<file path="src/rtl/lpps_pkg.sv">
// Shared types and constants for the lattice particle pair step block.
package lpps_pkg;

  // Table and grid geometry
  localparam int PARTICLE_COUNT = 1024;
  localparam int IDX_W          = $clog2(PARTICLE_COUNT);
  localparam int GRID_WIDTH     = 80;
  localparam int GRID_HEIGHT    = 25;
  localparam int X_W            = 7;
  localparam int Y_W            = 5;
  localparam int GRID_CELLS     = GRID_WIDTH * GRID_HEIGHT;
  localparam int CELL_W         = $clog2(GRID_CELLS);

  // Command codes of an input transaction
  localparam logic CMD_LOAD     = 1'b0;
  localparam logic CMD_INTERACT = 1'b1;

  // Configuration register indexes
  localparam logic CFG_BOUNDARY_MODE  = 1'b0;
  localparam logic CFG_POTENTIAL_SIGN = 1'b1;

  // Grid cell marks
  localparam logic [1:0] MARK_EMPTY = 2'd0;
  localparam logic [1:0] MARK_POS   = 2'd1;
  localparam logic [1:0] MARK_NEG   = 2'd3;

  // One particle table entry
  typedef struct packed {
    logic [X_W-1:0] x;
    logic [Y_W-1:0] y;
    logic           neg;
  } particle_t;

  // Datapath operations issued by the controller
  typedef enum logic [3:0] {
    OP_NONE,
    OP_CLEAR,
    OP_CAPTURE,
    OP_LOAD,
    OP_RD_B,
    OP_CAP_B,
    OP_PLAN,
    OP_RD_GRID_A,
    OP_CLR_A,
    OP_MARK_A,
    OP_RD_GRID_B,
    OP_CLR_B,
    OP_MARK_B
  } dp_op_t;

  typedef struct packed {
    dp_op_t op;
    logic   out_load;
  } dp_cmd_t;

  typedef struct packed {
    logic clear_last;
    logic same_index;
    logic cell_empty;
  } dp_status_t;

endpackage

</file>
<file path="src/rtl/lpps_ctrl.sv">
// Controller state machine: sequences grid clear, load and pair interaction.
module lpps_ctrl (
  input  logic                  clk,
  input  logic                  rst_n,
  input  logic                  in_valid,
  input  logic                  in_command,
  output logic                  in_ready,
  input  logic                  out_ready,
  output logic                  out_valid,
  input  lpps_pkg::dp_status_t  status,
  output lpps_pkg::dp_cmd_t     cmd
);

  typedef enum logic [3:0] {
    S_CLEAR,
    S_IDLE,
    S_LOAD,
    S_RD_B,
    S_CAP_B,
    S_PLAN,
    S_CHK_A,
    S_TST_A,
    S_MARK_A,
    S_CHK_B,
    S_TST_B,
    S_MARK_B,
    S_RESULT
  } state_t;

  state_t state_r, state_nxt;
  logic   out_valid_r, out_valid_nxt;

  assign in_ready  = (state_r == S_IDLE);
  assign out_valid = out_valid_r;

  // Next state and datapath command
  always_comb begin
    state_nxt     = state_r;
    out_valid_nxt = out_valid_r & ~out_ready;
    cmd.op        = lpps_pkg::OP_NONE;
    cmd.out_load  = 1'b0;
    case (state_r)
      S_CLEAR: begin
        cmd.op = lpps_pkg::OP_CLEAR;
        if (status.clear_last) state_nxt = S_IDLE;
      end
      S_IDLE: begin
        if (in_valid) begin
          cmd.op    = lpps_pkg::OP_CAPTURE;
          state_nxt = (in_command == lpps_pkg::CMD_LOAD) ? S_LOAD : S_RD_B;
        end
      end
      S_LOAD: begin
        cmd.op    = lpps_pkg::OP_LOAD;
        state_nxt = S_RESULT;
      end
      S_RD_B: begin
        cmd.op    = lpps_pkg::OP_RD_B;
        state_nxt = S_CAP_B;
      end
      S_CAP_B: begin
        cmd.op    = lpps_pkg::OP_CAP_B;
        state_nxt = S_PLAN;
      end
      S_PLAN: begin
        cmd.op    = lpps_pkg::OP_PLAN;
        state_nxt = status.same_index ? S_RESULT : S_CHK_A;
      end
      S_CHK_A: begin
        cmd.op    = lpps_pkg::OP_RD_GRID_A;
        state_nxt = S_TST_A;
      end
      S_TST_A: begin
        // target empty: clear old cell now, mark the new one next
        if (status.cell_empty) begin
          cmd.op    = lpps_pkg::OP_CLR_A;
          state_nxt = S_MARK_A;
        end else begin
          state_nxt = S_CHK_B;
        end
      end
      S_MARK_A: begin
        cmd.op    = lpps_pkg::OP_MARK_A;
        state_nxt = S_CHK_B;
      end
      S_CHK_B: begin
        cmd.op    = lpps_pkg::OP_RD_GRID_B;
        state_nxt = S_TST_B;
      end
      S_TST_B: begin
        if (status.cell_empty) begin
          cmd.op    = lpps_pkg::OP_CLR_B;
          state_nxt = S_MARK_B;
        end else begin
          state_nxt = S_RESULT;
        end
      end
      S_MARK_B: begin
        cmd.op    = lpps_pkg::OP_MARK_B;
        state_nxt = S_RESULT;
      end
      S_RESULT: begin
        // wait until the output register is free
        if (!out_valid_r || out_ready) begin
          cmd.out_load  = 1'b1;
          out_valid_nxt = 1'b1;
          state_nxt     = S_IDLE;
        end
      end
      default: state_nxt = S_IDLE;
    endcase
  end

  // State and registered outputs
  always_ff @(posedge clk) begin
    if (!rst_n) begin
      state_r     <= S_CLEAR;
      out_valid_r <= 1'b0;
    end else begin
      state_r     <= state_nxt;
      out_valid_r <= out_valid_nxt;
    end
  end

endmodule

</file>
<file path="config.mk">
export PLATFORM = sky130hd
export DESIGN_NAME = lpps_ctrl
export DESIGN_NICKNAME = d
export VERILOG_FILES = /design/src/rtl/lpps_pkg.sv /design/src/rtl/lpps_ctrl.sv
export SDC_FILE = /design/constraint.sdc
export NUM_CORES = 1
export LEC_CHECK = 0
export ABC_AREA = 1
export BUFFER_PORTS_ARGS = -buffer_cell sky130_fd_sc_hd__clkbuf_2
export CORE_MARGIN = 4
export CORE_UTILIZATION = 32
export DETAILED_ROUTE_END_ITERATION = 10
export GPL_TIMING_DRIVEN = 0
export HOLD_SLACK_MARGIN = 0.05
export PLACE_DENSITY = 0.63
export SKIP_LAST_GASP = 1
export SLEW_MARGIN = 5
export SYNTH_ARGS = -nofsm -noshare
export SYNTH_HDL_FRONTEND = slang
export SYNTH_SLANG_ARGS = --single-unit
</file>
<file path="constraint.sdc">
create_clock -name clk -period 1.5 [get_ports clk]
set_input_delay 0.3 -clock clk [delete_from_list [all_inputs] [get_ports clk]]
set_output_delay 0.3 -clock clk [all_outputs]
set_load 0.01 [all_outputs]
</file>
Word-level counts from Yosys, hierarchy flattened
Index checks and enable logic that the tools add are counted.
{"block": "word_totals", "ff_bits": 5, "out_inout_bits": 7, "word_cells": 40}
{"block": "classes", "n_eq_ne": 15, "mux": 16, "bitwise": 2, "n_reduce_logical": 5}
{"operator": "4-bit case mux with 12 select lines", "count": 2}
{"operator": "4-bit 2-to-1 mux", "count": 6}
{"operator": "4-bit equality test (second input constant)", "count": 5}
{"operator": "4-bit by 3-bit equality test with 1-bit output (second input constant)", "count": 4}
{"operator": "4-bit by 2-bit equality test with 1-bit output (second input constant)", "count": 2}
{"operator": "1-bit 2-to-1 mux", "count": 6}
{"operator": "2-bit != test (second input constant)", "count": 3}
{"operator": "4-bit by 1-bit equality test with 1-bit output (second input constant)", "count": 1}
{"operator": "4-bit zero test", "count": 1}
{"operator": "3-bit 2-to-1 mux", "count": 1}
{"operator": "3-bit AND reduction", "count": 1}
{"operator": "2-bit 2-to-1 mux", "count": 1}
{"operator": "2-bit OR reduction", "count": 1}
{"operator": "1-bit bitwise AND", "count": 1}
{"operator": "1-bit zero test", "count": 1}
{"operator": "1-bit logical OR", "count": 1}
{"operator": "1-bit inverter", "count": 1}

Logic depth before layout (Yosys ltp)
{"block": "logic_depth", "ltp_word": 4, "mapped_depth": 9, "ltp_nobuf": 9}

Worst setup path before layout
Ideal clock, no wire load.
{"block": "synth_timing", "path_type": "register to output", "from": "reg state_r[3]", "to": "out cmd[2] (netlist name)", "arrival_ps": 951, "t_required_ps": 1200, "path_slack_ps": 249, "path_stages_with_launch": 6, "n_path_buf": 0, "path_cell_list": "dfxtp_1 -> nor2_1 -> nand2_1 -> inv_1 -> nand2_1 -> nand4_1"}
{"item": "start, declared", "line_no": "lpps_ctrl.sv:30", "rtl": "state_t state_r, state_nxt;"}
{"item": "start signal, assigned", "line_no": "lpps_ctrl.sv:120", "rtl": "state_r <= state_nxt;"}
{"item": "end, declared", "line_no": "lpps_ctrl.sv:11", "rtl": "output lpps_pkg::dp_cmd_t cmd"}

==> flow_summary.yaml <==
route:
  antenna_left: 0
  vias: 587
  routed_wl_um: 1240
  vias_per_cell: 4.85
  dr.pass1.iters: 4
  drc: 0
  drtIter0Drc: 10
  post_drt_wl_per_cell_um: 10.3
floorplanning:
  num_rows: 12
  die_h_um: 44.6
  start_util_pct: 36.1
  num_io_pins: 15
  die_width_um: 44.6
  dieArea_um2: 1990
  coreArea_um2: 1190
timing:
  hold_violations: 0
  final-setup-viol-count: 3
  slew_headroom_pct: 85.3
  post-route-period-util_pct: 103
  rsz0062_at_grt: "yes"
  max_freq_mhz: 644
  post-route-min-period_ns: 1.55
  slew_viol_final: 0
  setup_tns_ns: -0.0681
  fin_ws_ns: -0.0518
  fin_worst_hold_slack_ns: 0.297
  worstMarginPinSlew_ns: 0.220
  skew_ns: 0.00174
synthesis:
  synth.cell_area_um2: 428
  yosysSeqAreaShare_pct: 23.4
  ys_types: 16
  syn_inst: 78
  ys_warn_count: 0
  synthesis.nets: 86
  synth_area_per_cell_um2: 5.49
  synth-seq-cells: 5
final_layout:
  multi_input_area_um2: 303
  fin_util_pct: 57.6
  fin_cells: 121
  antenna_cells: 0
  layout-drive-gt1-share_pct: 48.6
  register_area_um2: 115
  fin_nets: 116
  nFillCells: 121
  syn_to_final_growth_pct: 59.6
setup_path:
  worstPathRequired_ns: 1.20
  reg2reg_slack_ns: 0.02
  critPathCaptureType: "output port"
  cp-start-kind: "flip-flop"
  path_class: "reg -> out"
  worstPathArrival_ns: 1.25
  crit_fanout: 6
clock_tree:
  cts_buffer_depth: 2
  clk_pin_slew_ns: 0.04
  cts_sinks: 5
  cts-buffers-inserted: 3
  clockRootBuffer: "clkbuf_4"
  clk_latency_ns: 0.24
  cts_tree: "yes"
  htreeDepth: 1
power_and_ir_drop:
  p_total_mw: 1.17
  p_comb_share_pct: 62.7
  p_int_mw: 0.608
  peakVddDrop_mv: 0.834
  powerDensity_nw_per_um2: 1710
  seqPwrFrac_pct: 24.5
  netSwitchingPower_mw: 0.563
  p_leak_nw: 0.380
  clock_power_share_pct: 12.8
  swShare_pct: 48.1
global_routing:
  antenna_found_initial: 0
  grt_pass1_wl_um: 1800
  grt_max_degree: 7
  grt_pass1_vias: 446
  globalRouteTotalUtil_pct: 12.3
  overflow: 0
placement:
  numPortBuffers: 14
  dp_hpwl_um: 852
  gp_congestion: 0.860
  dp_cells: 106
flow_run:
  cap_viol_max_count: 0
worst_hold_path:
  hold_path_class: "in -> reg"
outcome:
  status: "finished, violations left"
  failed_checks: "negative setup slack"
-- worst max-delay path, cell delays in order, from the launching register on --
cell and delay, ns:
dfxtp_4 0.36, inv_4 0.08, nand2_4 0.06, nor2_4 0.12
nand2_2 0.08, nand2_2 0.08, inv_2 0.03, nand4_1 0.07
buf_2 0.13
-- flip-flops by register name, summed over array words and instances (netlist names) --
| name | cells |
|---|---|
| state_r | 4 |
| out_valid | 1 |
-- cell families after synthesis --
logic type | after synthesis | synth area share (%)
simple gates | 47 | 50.6
buf+inv | 17 | 14.9
flops | 5 | 23.4
compound gates | 9 | 11.1
-- power by group through the flow --
stage	logic (mW)	registers (mW)	clock network, mW
CTS	0.610	0.284	0.156
floorplan	0.414	0.221	0
global route	0.809	0.296	0.173
detailed placement	0.564	0.236	0
finish	0.734	0.287	0.150
global placement	0.566	0.236	0
-- worst paths after layout --
check,start,to,cells after the start
max,state_r[0],cmd[2],8
min,rst_n,state_r[3],3
max reg2reg,state_r[0],state_r[0],11
min reg2reg,out_valid,out_valid,4
-- cell usage in the layout, fill, tap and decap left out, types with 2 or more instances in the layout --
cell type,instances
a21oi_1,5
buf_4,11
clkbuf_2,13
clkbuf_4,3
dfxtp_4,4
inv_1,11
inv_2,4
inv_4,2
nand2_1,15
nand2_2,6
nand3_1,5
nand4_1,3
nor2_1,9
nor2_2,2
nor2_4,3
o21ai_0,2
-- metal layers --
metal,track usage [%],part of all wire (%),vias to the layer above
met2,20.1,48,23
met5,0,0,-
met4,3.61,1.4,0
li1,-,-,305
met3,3.66,7.2,2
met1,15.2,44,257
-- metrics by stage --
stage	setup slack (ns)	instance area [um^2]
6_report	-0.0518	683
5_1_grt	-0.143	683
4_1_cts	-0.0112	622
3_5_place_dp	0.0813	515
3_3_place_gp	0.0617	515
2_1_floorplan	0.249	428
-- Yosys cell counts --
master	count	area, um^2
nor3_1	1	5.00
nor2_4	1	11.3
nand2_1	20	75.1
nand4_1	3	18.8
o211ai_1	1	7.51
nand3b_1	1	7.51
a21oi_1	6	30.0
dfxtp_1	5	100
inv_2	1	3.75
o21ai_0	2	10.0
nand2_2	2	12.5
nand3_1	5	25.0
nor2_2	1	6.26
nand3_2	1	10.0
inv_1	16	60.1
nor2_1	12	45.0
-- timing repair --
| action | CTS | global route |
|---|---|---|
| pin swaps | 1 | 4 |
| buffers inserted | 5 | 6 |
| setup endpoints to repair | 6 | 6 |
| hold buffers | 0 | 0 |
| gates resized for setup | 18 | 10 |
-- cell type report --
cell class | count | share of cell area [%]
clock buffers | 4 | 3.85
flip-flops and latches | 5 | 16.8
multi-input cells | 56 | 44.3
well taps | 14 | 2.56
repair buffers | 25 | 22.3
inverters | 17 | 10.1
(Power assumes the default switching activity.)
